--- config.mk ---
export PLATFORM = sky130hd
export DESIGN_NAME = keyframe_weight_sampler
export DESIGN_NICKNAME = d
export VERILOG_FILES = /design/src/design/kws_pkg.sv /design/src/design/keyframe_weight_sampler.sv
export VERILOG_INCLUDE_DIRS = /design/src /design/src/design
export SDC_FILE = /design/constraint.sdc
export NUM_CORES = 2
export LEC_CHECK = 0
export BUFFER_PORTS_ARGS = -buffer_cell sky130_fd_sc_hd__buf_4
export CAP_MARGIN = 20
export CORE_MARGIN = 4
export CORE_UTILIZATION = 45
export CTS_BUF_LIST = sky130_fd_sc_hd__clkbuf_8 sky130_fd_sc_hd__clkbuf_16
export CTS_CLUSTER_DIAMETER = 100
export DETAILED_ROUTE_END_ITERATION = 12
export GPL_ROUTABILITY_DRIVEN = 0
export PLACE_DENSITY_LB_ADDON = 0.2
export SYNTH_ARGS = -nofsm -noshare
export SYNTH_HDL_FRONTEND = slang
export SYNTH_SLANG_ARGS = --single-unit
export TNS_END_PERCENT = 100
--- constraint.sdc ---
create_clock -name i_clk -period 9.2 [get_ports i_clk]
set_clock_uncertainty 0.05 [all_clocks]
set_input_delay 0.92 -clock i_clk [delete_from_list [all_inputs] [get_ports i_clk]]
set_output_delay 0.92 -clock i_clk [all_outputs]
set_load 0.1 [all_outputs]
--- src/design/assert_macros.svh ---
// Assertion macros used by the keyframe weight sampler RTL.
`ifndef ASSERT_MACROS_SVH
`define ASSERT_MACROS_SVH

// Check a property on the rising clock edge, off while reset is asserted.
`define ASSERT_CLK(lbl, clk, rst_n, prop, msg) \
    lbl: assert property (@(posedge clk) disable iff (!(rst_n)) (prop)) else $error(msg);

// Check a property on every rising clock edge, reset included.
`define ASSERT_CLK_ALWAYS(lbl, clk, prop, msg) \
    lbl: assert property (@(posedge clk) (prop)) else $error(msg);

`endif

--- src/design/kws_pkg.sv ---
// Types and constants for the keyframe weight sampler.
package kws_pkg;

    localparam int KWS_MAX_KEYS = 16;

    localparam int TIME_W   = 32;
    localparam int WEIGHT_W = 16;
    localparam int CFG_DW   = 32;
    localparam int PADDR_W  = 4;
    localparam int SLOT_W   = 4;
    localparam int COUNT_W  = 5;
    localparam int FRAC_W   = 17;

    typedef enum logic [1:0] {
        CMD_TICK    = 2'd0,
        CMD_WRITE   = 2'd1,
        CMD_RESTART = 2'd2,
        CMD_UNUSED  = 2'd3
    } t_cmd;

    // Register index, taken from paddr[3:2].
    localparam logic [1:0] REG_PLAYING   = 2'd0;
    localparam logic [1:0] REG_LOOP      = 2'd1;
    localparam logic [1:0] REG_KEY_COUNT = 2'd2;

    typedef struct packed {
        logic [TIME_W-1:0]          key_t;
        logic signed [WEIGHT_W-1:0] w1;
        logic signed [WEIGHT_W-1:0] w2;
    } t_entry;

endpackage

--- src/design/keyframe_weight_sampler.sv ---
// Keyframe weight sampler: key table, key search, serial divide and shared blend multiplier.
// Write and restart beats, ticks while stopped and cmd 3 each take one cycle.
// A playing tick checks the last key, then searches the keys in order and fetches the key pair,
// and runs the serial divider only when the playhead lies strictly inside a rising key span.
// It waits in S_DONE while the output is stalled, then returns to idle for the next beat.
// Synchronous active-low reset clears control, config and playhead; the key table is not cleared.
module keyframe_weight_sampler #(
    parameter int MAX_KEYS = kws_pkg::KWS_MAX_KEYS
) (
    input  logic                                  i_clk,
    input  logic                                  i_rst_n,
    // input channel
    input  logic                                  i_valid,
    output logic                                  o_stall,
    input  logic [1:0]                            i_cmd,
    input  logic [kws_pkg::TIME_W-1:0]            i_frame_time,
    input  logic [kws_pkg::SLOT_W-1:0]            i_key_slot,
    input  logic [kws_pkg::TIME_W-1:0]            i_key_time,
    input  logic signed [kws_pkg::WEIGHT_W-1:0]   i_key_first_weight,
    input  logic signed [kws_pkg::WEIGHT_W-1:0]   i_key_second_weight,
    // output channel
    output logic                                  o_valid,
    input  logic                                  i_stall,
    output logic signed [kws_pkg::WEIGHT_W-1:0]   o_first_weight,
    output logic signed [kws_pkg::WEIGHT_W-1:0]   o_second_weight,
    output logic [kws_pkg::TIME_W-1:0]            o_playhead,
    // configuration port
    input  logic                                  psel,
    input  logic                                  penable,
    input  logic                                  pwrite,
    input  logic [kws_pkg::PADDR_W-1:0]           paddr,
    input  logic [kws_pkg::CFG_DW-1:0]            pwdata,
    output logic [kws_pkg::CFG_DW-1:0]            prdata,
    output logic                                  pready
);
    import kws_pkg::*;

    `include "assert_macros.svh"

    localparam int KW = (MAX_KEYS > 1) ? $clog2(MAX_KEYS) : 1;
    localparam int NW = $clog2(MAX_KEYS + 1);

    typedef enum logic [13:0] {
        S_IDLE = 14'b00000000000001,
        S_LRD  = 14'b00000000000010,
        S_LCHK = 14'b00000000000100,
        S_SRD  = 14'b00000000001000,
        S_SCHK = 14'b00000000010000,
        S_K0RD = 14'b00000000100000,
        S_K0   = 14'b00000001000000,
        S_K1RD = 14'b00000010000000,
        S_K1   = 14'b00000100000000,
        S_DCHK = 14'b00001000000000,
        S_DIV  = 14'b00010000000000,
        S_MUL1 = 14'b00100000000000,
        S_MUL2 = 14'b01000000000000,
        S_DONE = 14'b10000000000000
    } t_state;

    t_state r_state, n_state;

    // configuration
    logic               r_playing;
    logic               r_loop;
    logic [COUNT_W-1:0] r_key_count;

    // key table
    t_entry             r_mem [MAX_KEYS];
    t_entry             r_rd;
    logic [KW-1:0]      r_addr;

    // tick datapath
    logic [TIME_W-1:0]          r_p;
    logic [NW-1:0]              r_n;
    logic [KW-1:0]              r_idx;
    logic [KW-1:0]              r_k0;
    logic [KW-1:0]              r_k1;
    logic [TIME_W-1:0]          r_t0;
    logic [TIME_W-1:0]          r_t1;
    logic signed [WEIGHT_W-1:0] r_a1, r_a2, r_b1, r_b2;
    logic [TIME_W-1:0]          r_rem;
    logic [TIME_W-1:0]          r_d;
    logic [15:0]                r_q;
    logic [3:0]                 r_cnt;
    logic [FRAC_W-1:0]          r_frac;
    logic signed [34:0]         r_prod;
    logic signed [WEIGHT_W-1:0] r_w1;

    // output register
    logic                       r_out_valid;
    logic signed [WEIGHT_W-1:0] r_out_w1;
    logic signed [WEIGHT_W-1:0] r_out_w2;
    logic [TIME_W-1:0]          r_out_p;

    logic                w_in_acc;
    logic                w_cfg_wr;
    logic [NW-1:0]       w_n;
    logic [TIME_W:0]     w_sum;
    logic [TIME_W-1:0]   w_p_sat;
    logic [KW-1:0]       w_last;
    logic [TIME_W-1:0]   w_span;
    logic [TIME_W-1:0]   w_off;
    logic [TIME_W:0]     w_shift;
    logic [TIME_W+1:0]   w_dsub;
    logic signed [16:0]  w_diff1;
    logic signed [16:0]  w_diff2;
    logic signed [16:0]  w_mul_d;
    logic signed [34:0]  w_prod;
    logic signed [34:0]  w_rsum;
    logic signed [WEIGHT_W-1:0] w_base;
    logic signed [WEIGHT_W-1:0] w_blend;
    logic                w_out_free;

    assign w_in_acc   = i_valid && (r_state == S_IDLE);
    assign o_stall    = (r_state != S_IDLE);
    assign w_cfg_wr   = psel && penable && pwrite;
    assign pready     = 1'b1;
    assign w_out_free = !r_out_valid || !i_stall;

    assign w_n = (32'(r_key_count) > 32'(MAX_KEYS)) ? NW'(MAX_KEYS) : NW'(r_key_count);
    assign w_sum   = {1'b0, r_p} + {1'b0, i_frame_time};
    assign w_p_sat = w_sum[TIME_W] ? {TIME_W{1'b1}} : w_sum[TIME_W-1:0];
    assign w_last  = KW'(r_n - NW'(1));

    assign w_span = r_t1 - r_t0;
    assign w_off  = r_p - r_t0;

    // one restoring divide step
    assign w_shift = {r_rem, 1'b0};
    assign w_dsub  = {1'b0, w_shift} - {2'b00, r_d};

    // shared blend multiplier
    assign w_diff1 = {r_b1[WEIGHT_W-1], r_b1} - {r_a1[WEIGHT_W-1], r_a1};
    assign w_diff2 = {r_b2[WEIGHT_W-1], r_b2} - {r_a2[WEIGHT_W-1], r_a2};
    assign w_mul_d = (r_state == S_MUL2) ? w_diff2 : w_diff1;
    assign w_prod  = 35'(w_mul_d * $signed({1'b0, r_frac}));

    // round half up, then add to the base weight
    assign w_rsum  = r_prod + 35'sd32768;
    assign w_base  = (r_state == S_DONE) ? r_a2 : r_a1;
    assign w_blend = w_base + $signed(w_rsum[31:16]);

    // configuration registers
    always_ff @(posedge i_clk) begin
        if (!i_rst_n) begin
            r_playing   <= 1'b0;
            r_loop      <= 1'b0;
            r_key_count <= '0;
        end else if (w_cfg_wr) begin
            case (paddr[3:2])
                REG_PLAYING:   r_playing   <= pwdata[0];
                REG_LOOP:      r_loop      <= pwdata[0];
                REG_KEY_COUNT: r_key_count <= pwdata[COUNT_W-1:0];
                default: ;
            endcase
        end
    end

    always_comb begin
        case (paddr[3:2])
            REG_PLAYING:   prdata = {{(CFG_DW-1){1'b0}}, r_playing};
            REG_LOOP:      prdata = {{(CFG_DW-1){1'b0}}, r_loop};
            REG_KEY_COUNT: prdata = {{(CFG_DW-COUNT_W){1'b0}}, r_key_count};
            default:       prdata = '0;
        endcase
    end

    // key table: one write port, one registered read port
    always_ff @(posedge i_clk) begin
        if (w_in_acc && (i_cmd == CMD_WRITE) && (32'(i_key_slot) < 32'(MAX_KEYS))) begin
            r_mem[KW'(i_key_slot)] <= '{key_t: i_key_time,
                                        w1: i_key_first_weight,
                                        w2: i_key_second_weight};
        end
        r_rd <= r_mem[r_addr];
    end

    // sequencer
    always_comb begin
        n_state = r_state;
        case (r_state)
            S_IDLE: begin
                if (w_in_acc && (i_cmd == CMD_TICK) && r_playing && (w_n != '0)) begin
                    n_state = S_LRD;
                end
            end
            S_LRD:  n_state = S_LCHK;
            S_LCHK: begin
                if ((r_p >= r_rd.key_t) || (r_n == NW'(1))) begin
                    n_state = S_K0RD;
                end else begin
                    n_state = S_SRD;
                end
            end
            S_SRD:  n_state = S_SCHK;
            S_SCHK: begin
                if ((r_p < r_rd.key_t) || (r_idx == w_last)) begin
                    n_state = S_K0RD;
                end else begin
                    n_state = S_SRD;
                end
            end
            S_K0RD: n_state = S_K0;
            S_K0:   n_state = S_K1RD;
            S_K1RD: n_state = S_K1;
            S_K1:   n_state = S_DCHK;
            S_DCHK: begin
                if ((r_t1 > r_t0) && (r_p > r_t0) && (w_off < w_span)) begin
                    n_state = S_DIV;
                end else begin
                    n_state = S_MUL1;
                end
            end
            S_DIV: begin
                if (r_cnt == 4'd15) begin
                    n_state = S_MUL1;
                end
            end
            S_MUL1: n_state = S_MUL2;
            S_MUL2: n_state = S_DONE;
            S_DONE: begin
                if (w_out_free) begin
                    n_state = S_IDLE;
                end
            end
            default: n_state = S_IDLE;
        endcase
    end

    always_ff @(posedge i_clk) begin
        if (!i_rst_n) begin
            r_state <= S_IDLE;
        end else begin
            r_state <= n_state;
        end
    end

    // playhead
    always_ff @(posedge i_clk) begin
        if (!i_rst_n) begin
            r_p <= '0;
        end else if (w_in_acc && (i_cmd == CMD_RESTART)) begin
            r_p <= '0;
        end else if ((r_state == S_IDLE) && (n_state == S_LRD)) begin
            r_p <= w_p_sat;
        end else if ((r_state == S_LCHK) && (r_p >= r_rd.key_t)) begin
            r_p <= r_loop ? '0 : r_rd.key_t;
        end
    end

    // tick datapath
    always_ff @(posedge i_clk) begin
        case (r_state)
            S_IDLE: begin
                r_n    <= w_n;
                r_addr <= KW'(w_n - NW'(1));
            end
            S_LCHK: begin
                if (r_p >= r_rd.key_t) begin
                    // wrap to the start or clamp on the last key
                    if (r_loop) begin
                        r_k0   <= '0;
                        r_k1   <= (r_n > NW'(1)) ? KW'(1) : '0;
                        r_addr <= '0;
                    end else begin
                        r_k0   <= w_last;
                        r_k1   <= w_last;
                        r_addr <= w_last;
                    end
                end else if (r_n == NW'(1)) begin
                    r_k0   <= '0;
                    r_k1   <= '0;
                    r_addr <= '0;
                end else begin
                    r_idx  <= KW'(1);
                    r_addr <= KW'(1);
                end
            end
            S_SCHK: begin
                if (r_p < r_rd.key_t) begin
                    r_k0   <= r_idx - KW'(1);
                    r_k1   <= r_idx;
                    r_addr <= r_idx - KW'(1);
                end else if (r_idx == w_last) begin
                    r_k0   <= '0;
                    r_k1   <= w_last;
                    r_addr <= '0;
                end else begin
                    r_idx  <= r_idx + KW'(1);
                    r_addr <= r_idx + KW'(1);
                end
            end
            S_K0: begin
                r_t0   <= r_rd.key_t;
                r_a1   <= r_rd.w1;
                r_a2   <= r_rd.w2;
                r_addr <= r_k1;
            end
            S_K1: begin
                r_t1 <= r_rd.key_t;
                r_b1 <= r_rd.w1;
                r_b2 <= r_rd.w2;
            end
            S_DCHK: begin
                r_rem <= w_off;
                r_d   <= w_span;
                r_q   <= '0;
                r_cnt <= '0;
                if ((r_t1 > r_t0) && (r_p > r_t0)) begin
                    // saturate the fraction at one
                    r_frac <= (w_off >= w_span) ? FRAC_W'(17'h10000) : '0;
                end else begin
                    r_frac <= '0;
                end
            end
            S_DIV: begin
                r_cnt <= r_cnt + 4'd1;
                if (!w_dsub[TIME_W+1]) begin
                    r_rem <= w_dsub[TIME_W-1:0];
                    r_q   <= {r_q[14:0], 1'b1};
                end else begin
                    r_rem <= w_shift[TIME_W-1:0];
                    r_q   <= {r_q[14:0], 1'b0};
                end
                if (r_cnt == 4'd15) begin
                    r_frac <= {1'b0, r_q[14:0], !w_dsub[TIME_W+1]};
                end
            end
            S_MUL1: begin
                r_prod <= w_prod;
            end
            S_MUL2: begin
                r_w1   <= w_blend;
                r_prod <= w_prod;
            end
            default: ;
        endcase
    end

    // output register
    always_ff @(posedge i_clk) begin
        if (!i_rst_n) begin
            r_out_valid <= 1'b0;
        end else if ((r_state == S_DONE) && w_out_free) begin
            r_out_valid <= 1'b1;
        end else if (!i_stall) begin
            r_out_valid <= 1'b0;
        end
    end

    always_ff @(posedge i_clk) begin
        if ((r_state == S_DONE) && w_out_free) begin
            r_out_w1 <= r_w1;
            r_out_w2 <= w_blend;
            r_out_p  <= r_p;
        end
    end

    assign o_valid         = r_out_valid;
    assign o_first_weight  = r_out_w1;
    assign o_second_weight = r_out_w2;
    assign o_playhead      = r_out_p;

    `ASSERT_CLK(a_div_rem_below_span, i_clk, i_rst_n, (r_state == S_DIV) |-> (r_rem < r_d), "divider remainder not below span")
    `ASSERT_CLK(a_frac_in_range, i_clk, i_rst_n, (r_state == S_MUL1) |-> (r_frac <= FRAC_W'(17'h10000)), "fraction above one")
    `ASSERT_CLK(a_restart_zeroes, i_clk, i_rst_n, (w_in_acc && (i_cmd == CMD_RESTART)) |=> (r_p == '0), "restart left playhead nonzero")
    `ASSERT_CLK(a_non_tick_one_cycle, i_clk, i_rst_n, (w_in_acc && (i_cmd != CMD_TICK)) |=> (r_state == S_IDLE), "non-tick beat left sequencer busy")
    `ASSERT_CLK(a_weight_bracketed, i_clk, i_rst_n, $rose(r_out_valid) |-> ((r_out_w1 >= r_a1 && r_out_w1 <= r_b1) || (r_out_w1 >= r_b1 && r_out_w1 <= r_a1)), "first weight outside key pair")

endmodule
==> metrics <==
status=completed; first-pass GRT wire length=268 mm; reg-to-reg critical path startpoint=r_a1[1]$_DFFE_PN_; FP Rows=148; Final setup viols=0; CP bufs+invs=5; HP Start=pwdata[2]; Cells after Synth=5,011; vias in the first global route=43,000; max cap viols=0; PwrDens=168 mW/mm2; maximum vdd ir drop=0.206 mV; filler instances=13,600; Die H=413 um; WL final=176 mm; Syn Area/Cell=14.8 um2; worst min path class=input port to flop; P_int=0.0111 W; First DRT Iteration DRCs=3,306; worst hold slack=344 ps; Arr. time, crit path=9120 ps; yosys warns=0; Routed WL per cell=23.2 um; Final #Nets=6,001; Synth Flop Type=edfxtp_1; hold_buf cts=0; Seq cells post-synth=1,484; Initial Util=0.454; Post-synth ARST share=0; Area contributors post-synth=edfxtp_1, mux4_2, fa_1; ANT nets after route=0; PostCTS Resize Cnt=0; Setup crit start kind=flop; DR vias=41,900; crit-path most repeated cell=fa_1; count of cell types in the netlist=89; initial antenna violation count=18; crit share post-route=0.940; hold endpoint=r_key_count[2]$_SDFFE_PN0P_; largest net degree at the start of global routing=147; Hold Path Depth=3; GRT Util Overall=0.209; Comb pwr share=0.026; Die Area=0.171 mm2; GRT Residual Overflow=0; register area share after synthesis=0.586; area leader, netlist=edfxtp_1; Clk pwr share=0.443; WS Path Type=flop to flop; Clock transition at path regs=60 ps; Initial DRT Pass Iterations=5; Sinks on Clock Net=1,484; family with the most delay on the worst path=adder cells; Max-slew headroom=0.308; Post-Syn Area=0.0740 mm2; Die Width=413 um; # placed instances=7,291; Setup Fix Bufs, Post-CTS=0; Flop pwr share=0.531; crit path max fanout=17; CTS root buffer=clkbuf_16; Post-synth top cells=edfxtp_1, inv_1, ha_1, mux4_2, nand2_1; core area=0.163 mm2; share of cells above drive strength 1=0.160; Worst Tran Pin Value=1020 ps; RSZ-0062 raised after global routing=no; top-count cell post-synth=edfxtp_1; num ports=244; fmax=0.116 GHz; FF-to-FF path depth=32; fin. max-slew vios=0; Pleak=31.7 nW; Cell Count, Final, Fillers Out=7,588; CTS Buf Count=158; share of the synthesized area in the top cell type=0.554; CTS tree=done; CTS Buffer Depth=3; critical path capture point type=flop; DR vias/cell=5.53; reg2reg setup slack=550 ps; DRC errors left=0; Net Sw Frac=0.208; WP data required=9670 ps; Post-Route Setup TNS=0 ps; dpl hpwl=115 mm; Tmin final=8650 ps; area grow syn2layout=12.5%; Worst-Skew Late Latency=800 ps; Port Buf Inserts=186; H-tree levels=4; Final Hold Vio Count=0; CP max stage cell=fa_1; Crit path largest cell delay=540 ps; net switching power=0.00290 W; Post-synth EDFFs=1,366; r2r endpoint=r_prod[30]$_DFFE_PP_
==> cells by family (layout without fill, tap and decap cells) <==
| group | Yosys count | count (layout) | share of synthesized area |
|---|---|---|---|
| xor gates and xnor gates | 189 | 189 | 0.0224 |
| DFF | 1484 | 1484 | 0.586 |
| adders and majority gates | 580 | 580 | 0.121 |
| buffers and inverters | 694 | 1060 | 0.0373 |
| and+or+nand+nor | 989 | 989 | 0.0667 |
| muxes | 361 | 361 | 0.103 |
| AOI/OAI and AO/OA | 712 | 712 | 0.0627 |
| other | 2 | 38 | 0.000102 |
==> flip-flops by register name (all words and copies together), names as in the netlist, 17 cells and up <==
signal      cells
r_d            32
r_prod         17
r_rem          32
r_t0           32
r_mem        1024
r_rd           64
o_playhead     32
r_p            32
r_frac         17
r_t1           32
==> tightest hold or removal path, stage by stage <==
cell and delay [ps]:
buf_4 80, mux2i_1 50, nor2b_1 90
==> layer usage <==
layer  part of all wire  global-route usage  vias up
met1               0.43               0.293    21400
met4              0.023              0.0531        2
met2               0.48               0.341     1116
li1                   -                   -    19200
met3              0.061              0.0372      225
met5           0.000074                   0        -
==> metrics by stage <==
stage	setup slack, ps	instance area [um2]	power (W)	util
after global placement	633	78100	0.00791	0.479
after floorplan	1120	74100	0.00774	-
after global routing	79.5	83200	0.0144	0.510
after CTS	520	83200	0.0141	0.510
after detailed placement	571	78200	0.00792	0.479
final	550	83300	0.0140	0.510
==> power by group through the flow <==
stage | Sequential, W | Clock [W] | Combinational [W]
floorplan | 0.00754 | 0 | 0.000205
detailed placement | 0.00755 | 0 | 0.000367
finish | 0.00741 | 0.00618 | 0.000366
global placement | 0.00755 | 0 | 0.000360
global route | 0.00741 | 0.00661 | 0.000392
CTS | 0.00741 | 0.00632 | 0.000368
==> cells in the final DEF, fill, tap and decap left out, types with 96 or more instances in the layout <==
cell type  count
o21ai_0      128
ha_1         350
nor2_1       163
edfxtp_1    1366
dfxtp_1      118
a21o_1        96
mux4_2       320
fa_1         230
xnor2_1      124
and2_1       150
inv_1        550
nand2_1      312
clkbuf_16    162
a21oi_1      195
buf_4        256
==> area by class of cell <==
cell class              count  area [um2]  share of cell area
repair buffers            260        2010              0.0241
diodes                     10        25.0            0.000301
clock buffers             173        4210              0.0505
clock inverters           114         872              0.0105
flip-flops and latches   1484       43400               0.521
well taps                2175        2720              0.0327
inverters                 513        1930              0.0231
multi-input cells        2859       28100               0.338
==> worst max-delay path by stage <==
stage                      start                   end  slack (ps)  depth (start not counted)
2_1_floorplan  r_a1[1]$_DFFE_PN_  r_prod[30]$_DFFE_PP_        1120                         33
3_3_place_gp   r_a1[1]$_DFFE_PN_  r_prod[30]$_DFFE_PP_         630                         33
3_5_place_dp   r_a1[1]$_DFFE_PN_  r_prod[30]$_DFFE_PP_         570                         33
4_1_cts        r_a1[1]$_DFFE_PN_  r_prod[30]$_DFFE_PP_         520                         32
5_1_grt        r_a1[1]$_DFFE_PN_  r_prod[30]$_DFFE_PP_          80                         32
6_report       r_a1[1]$_DFFE_PN_  r_prod[30]$_DFFE_PP_         550                         32
Power figures use the tool's default switching activity.
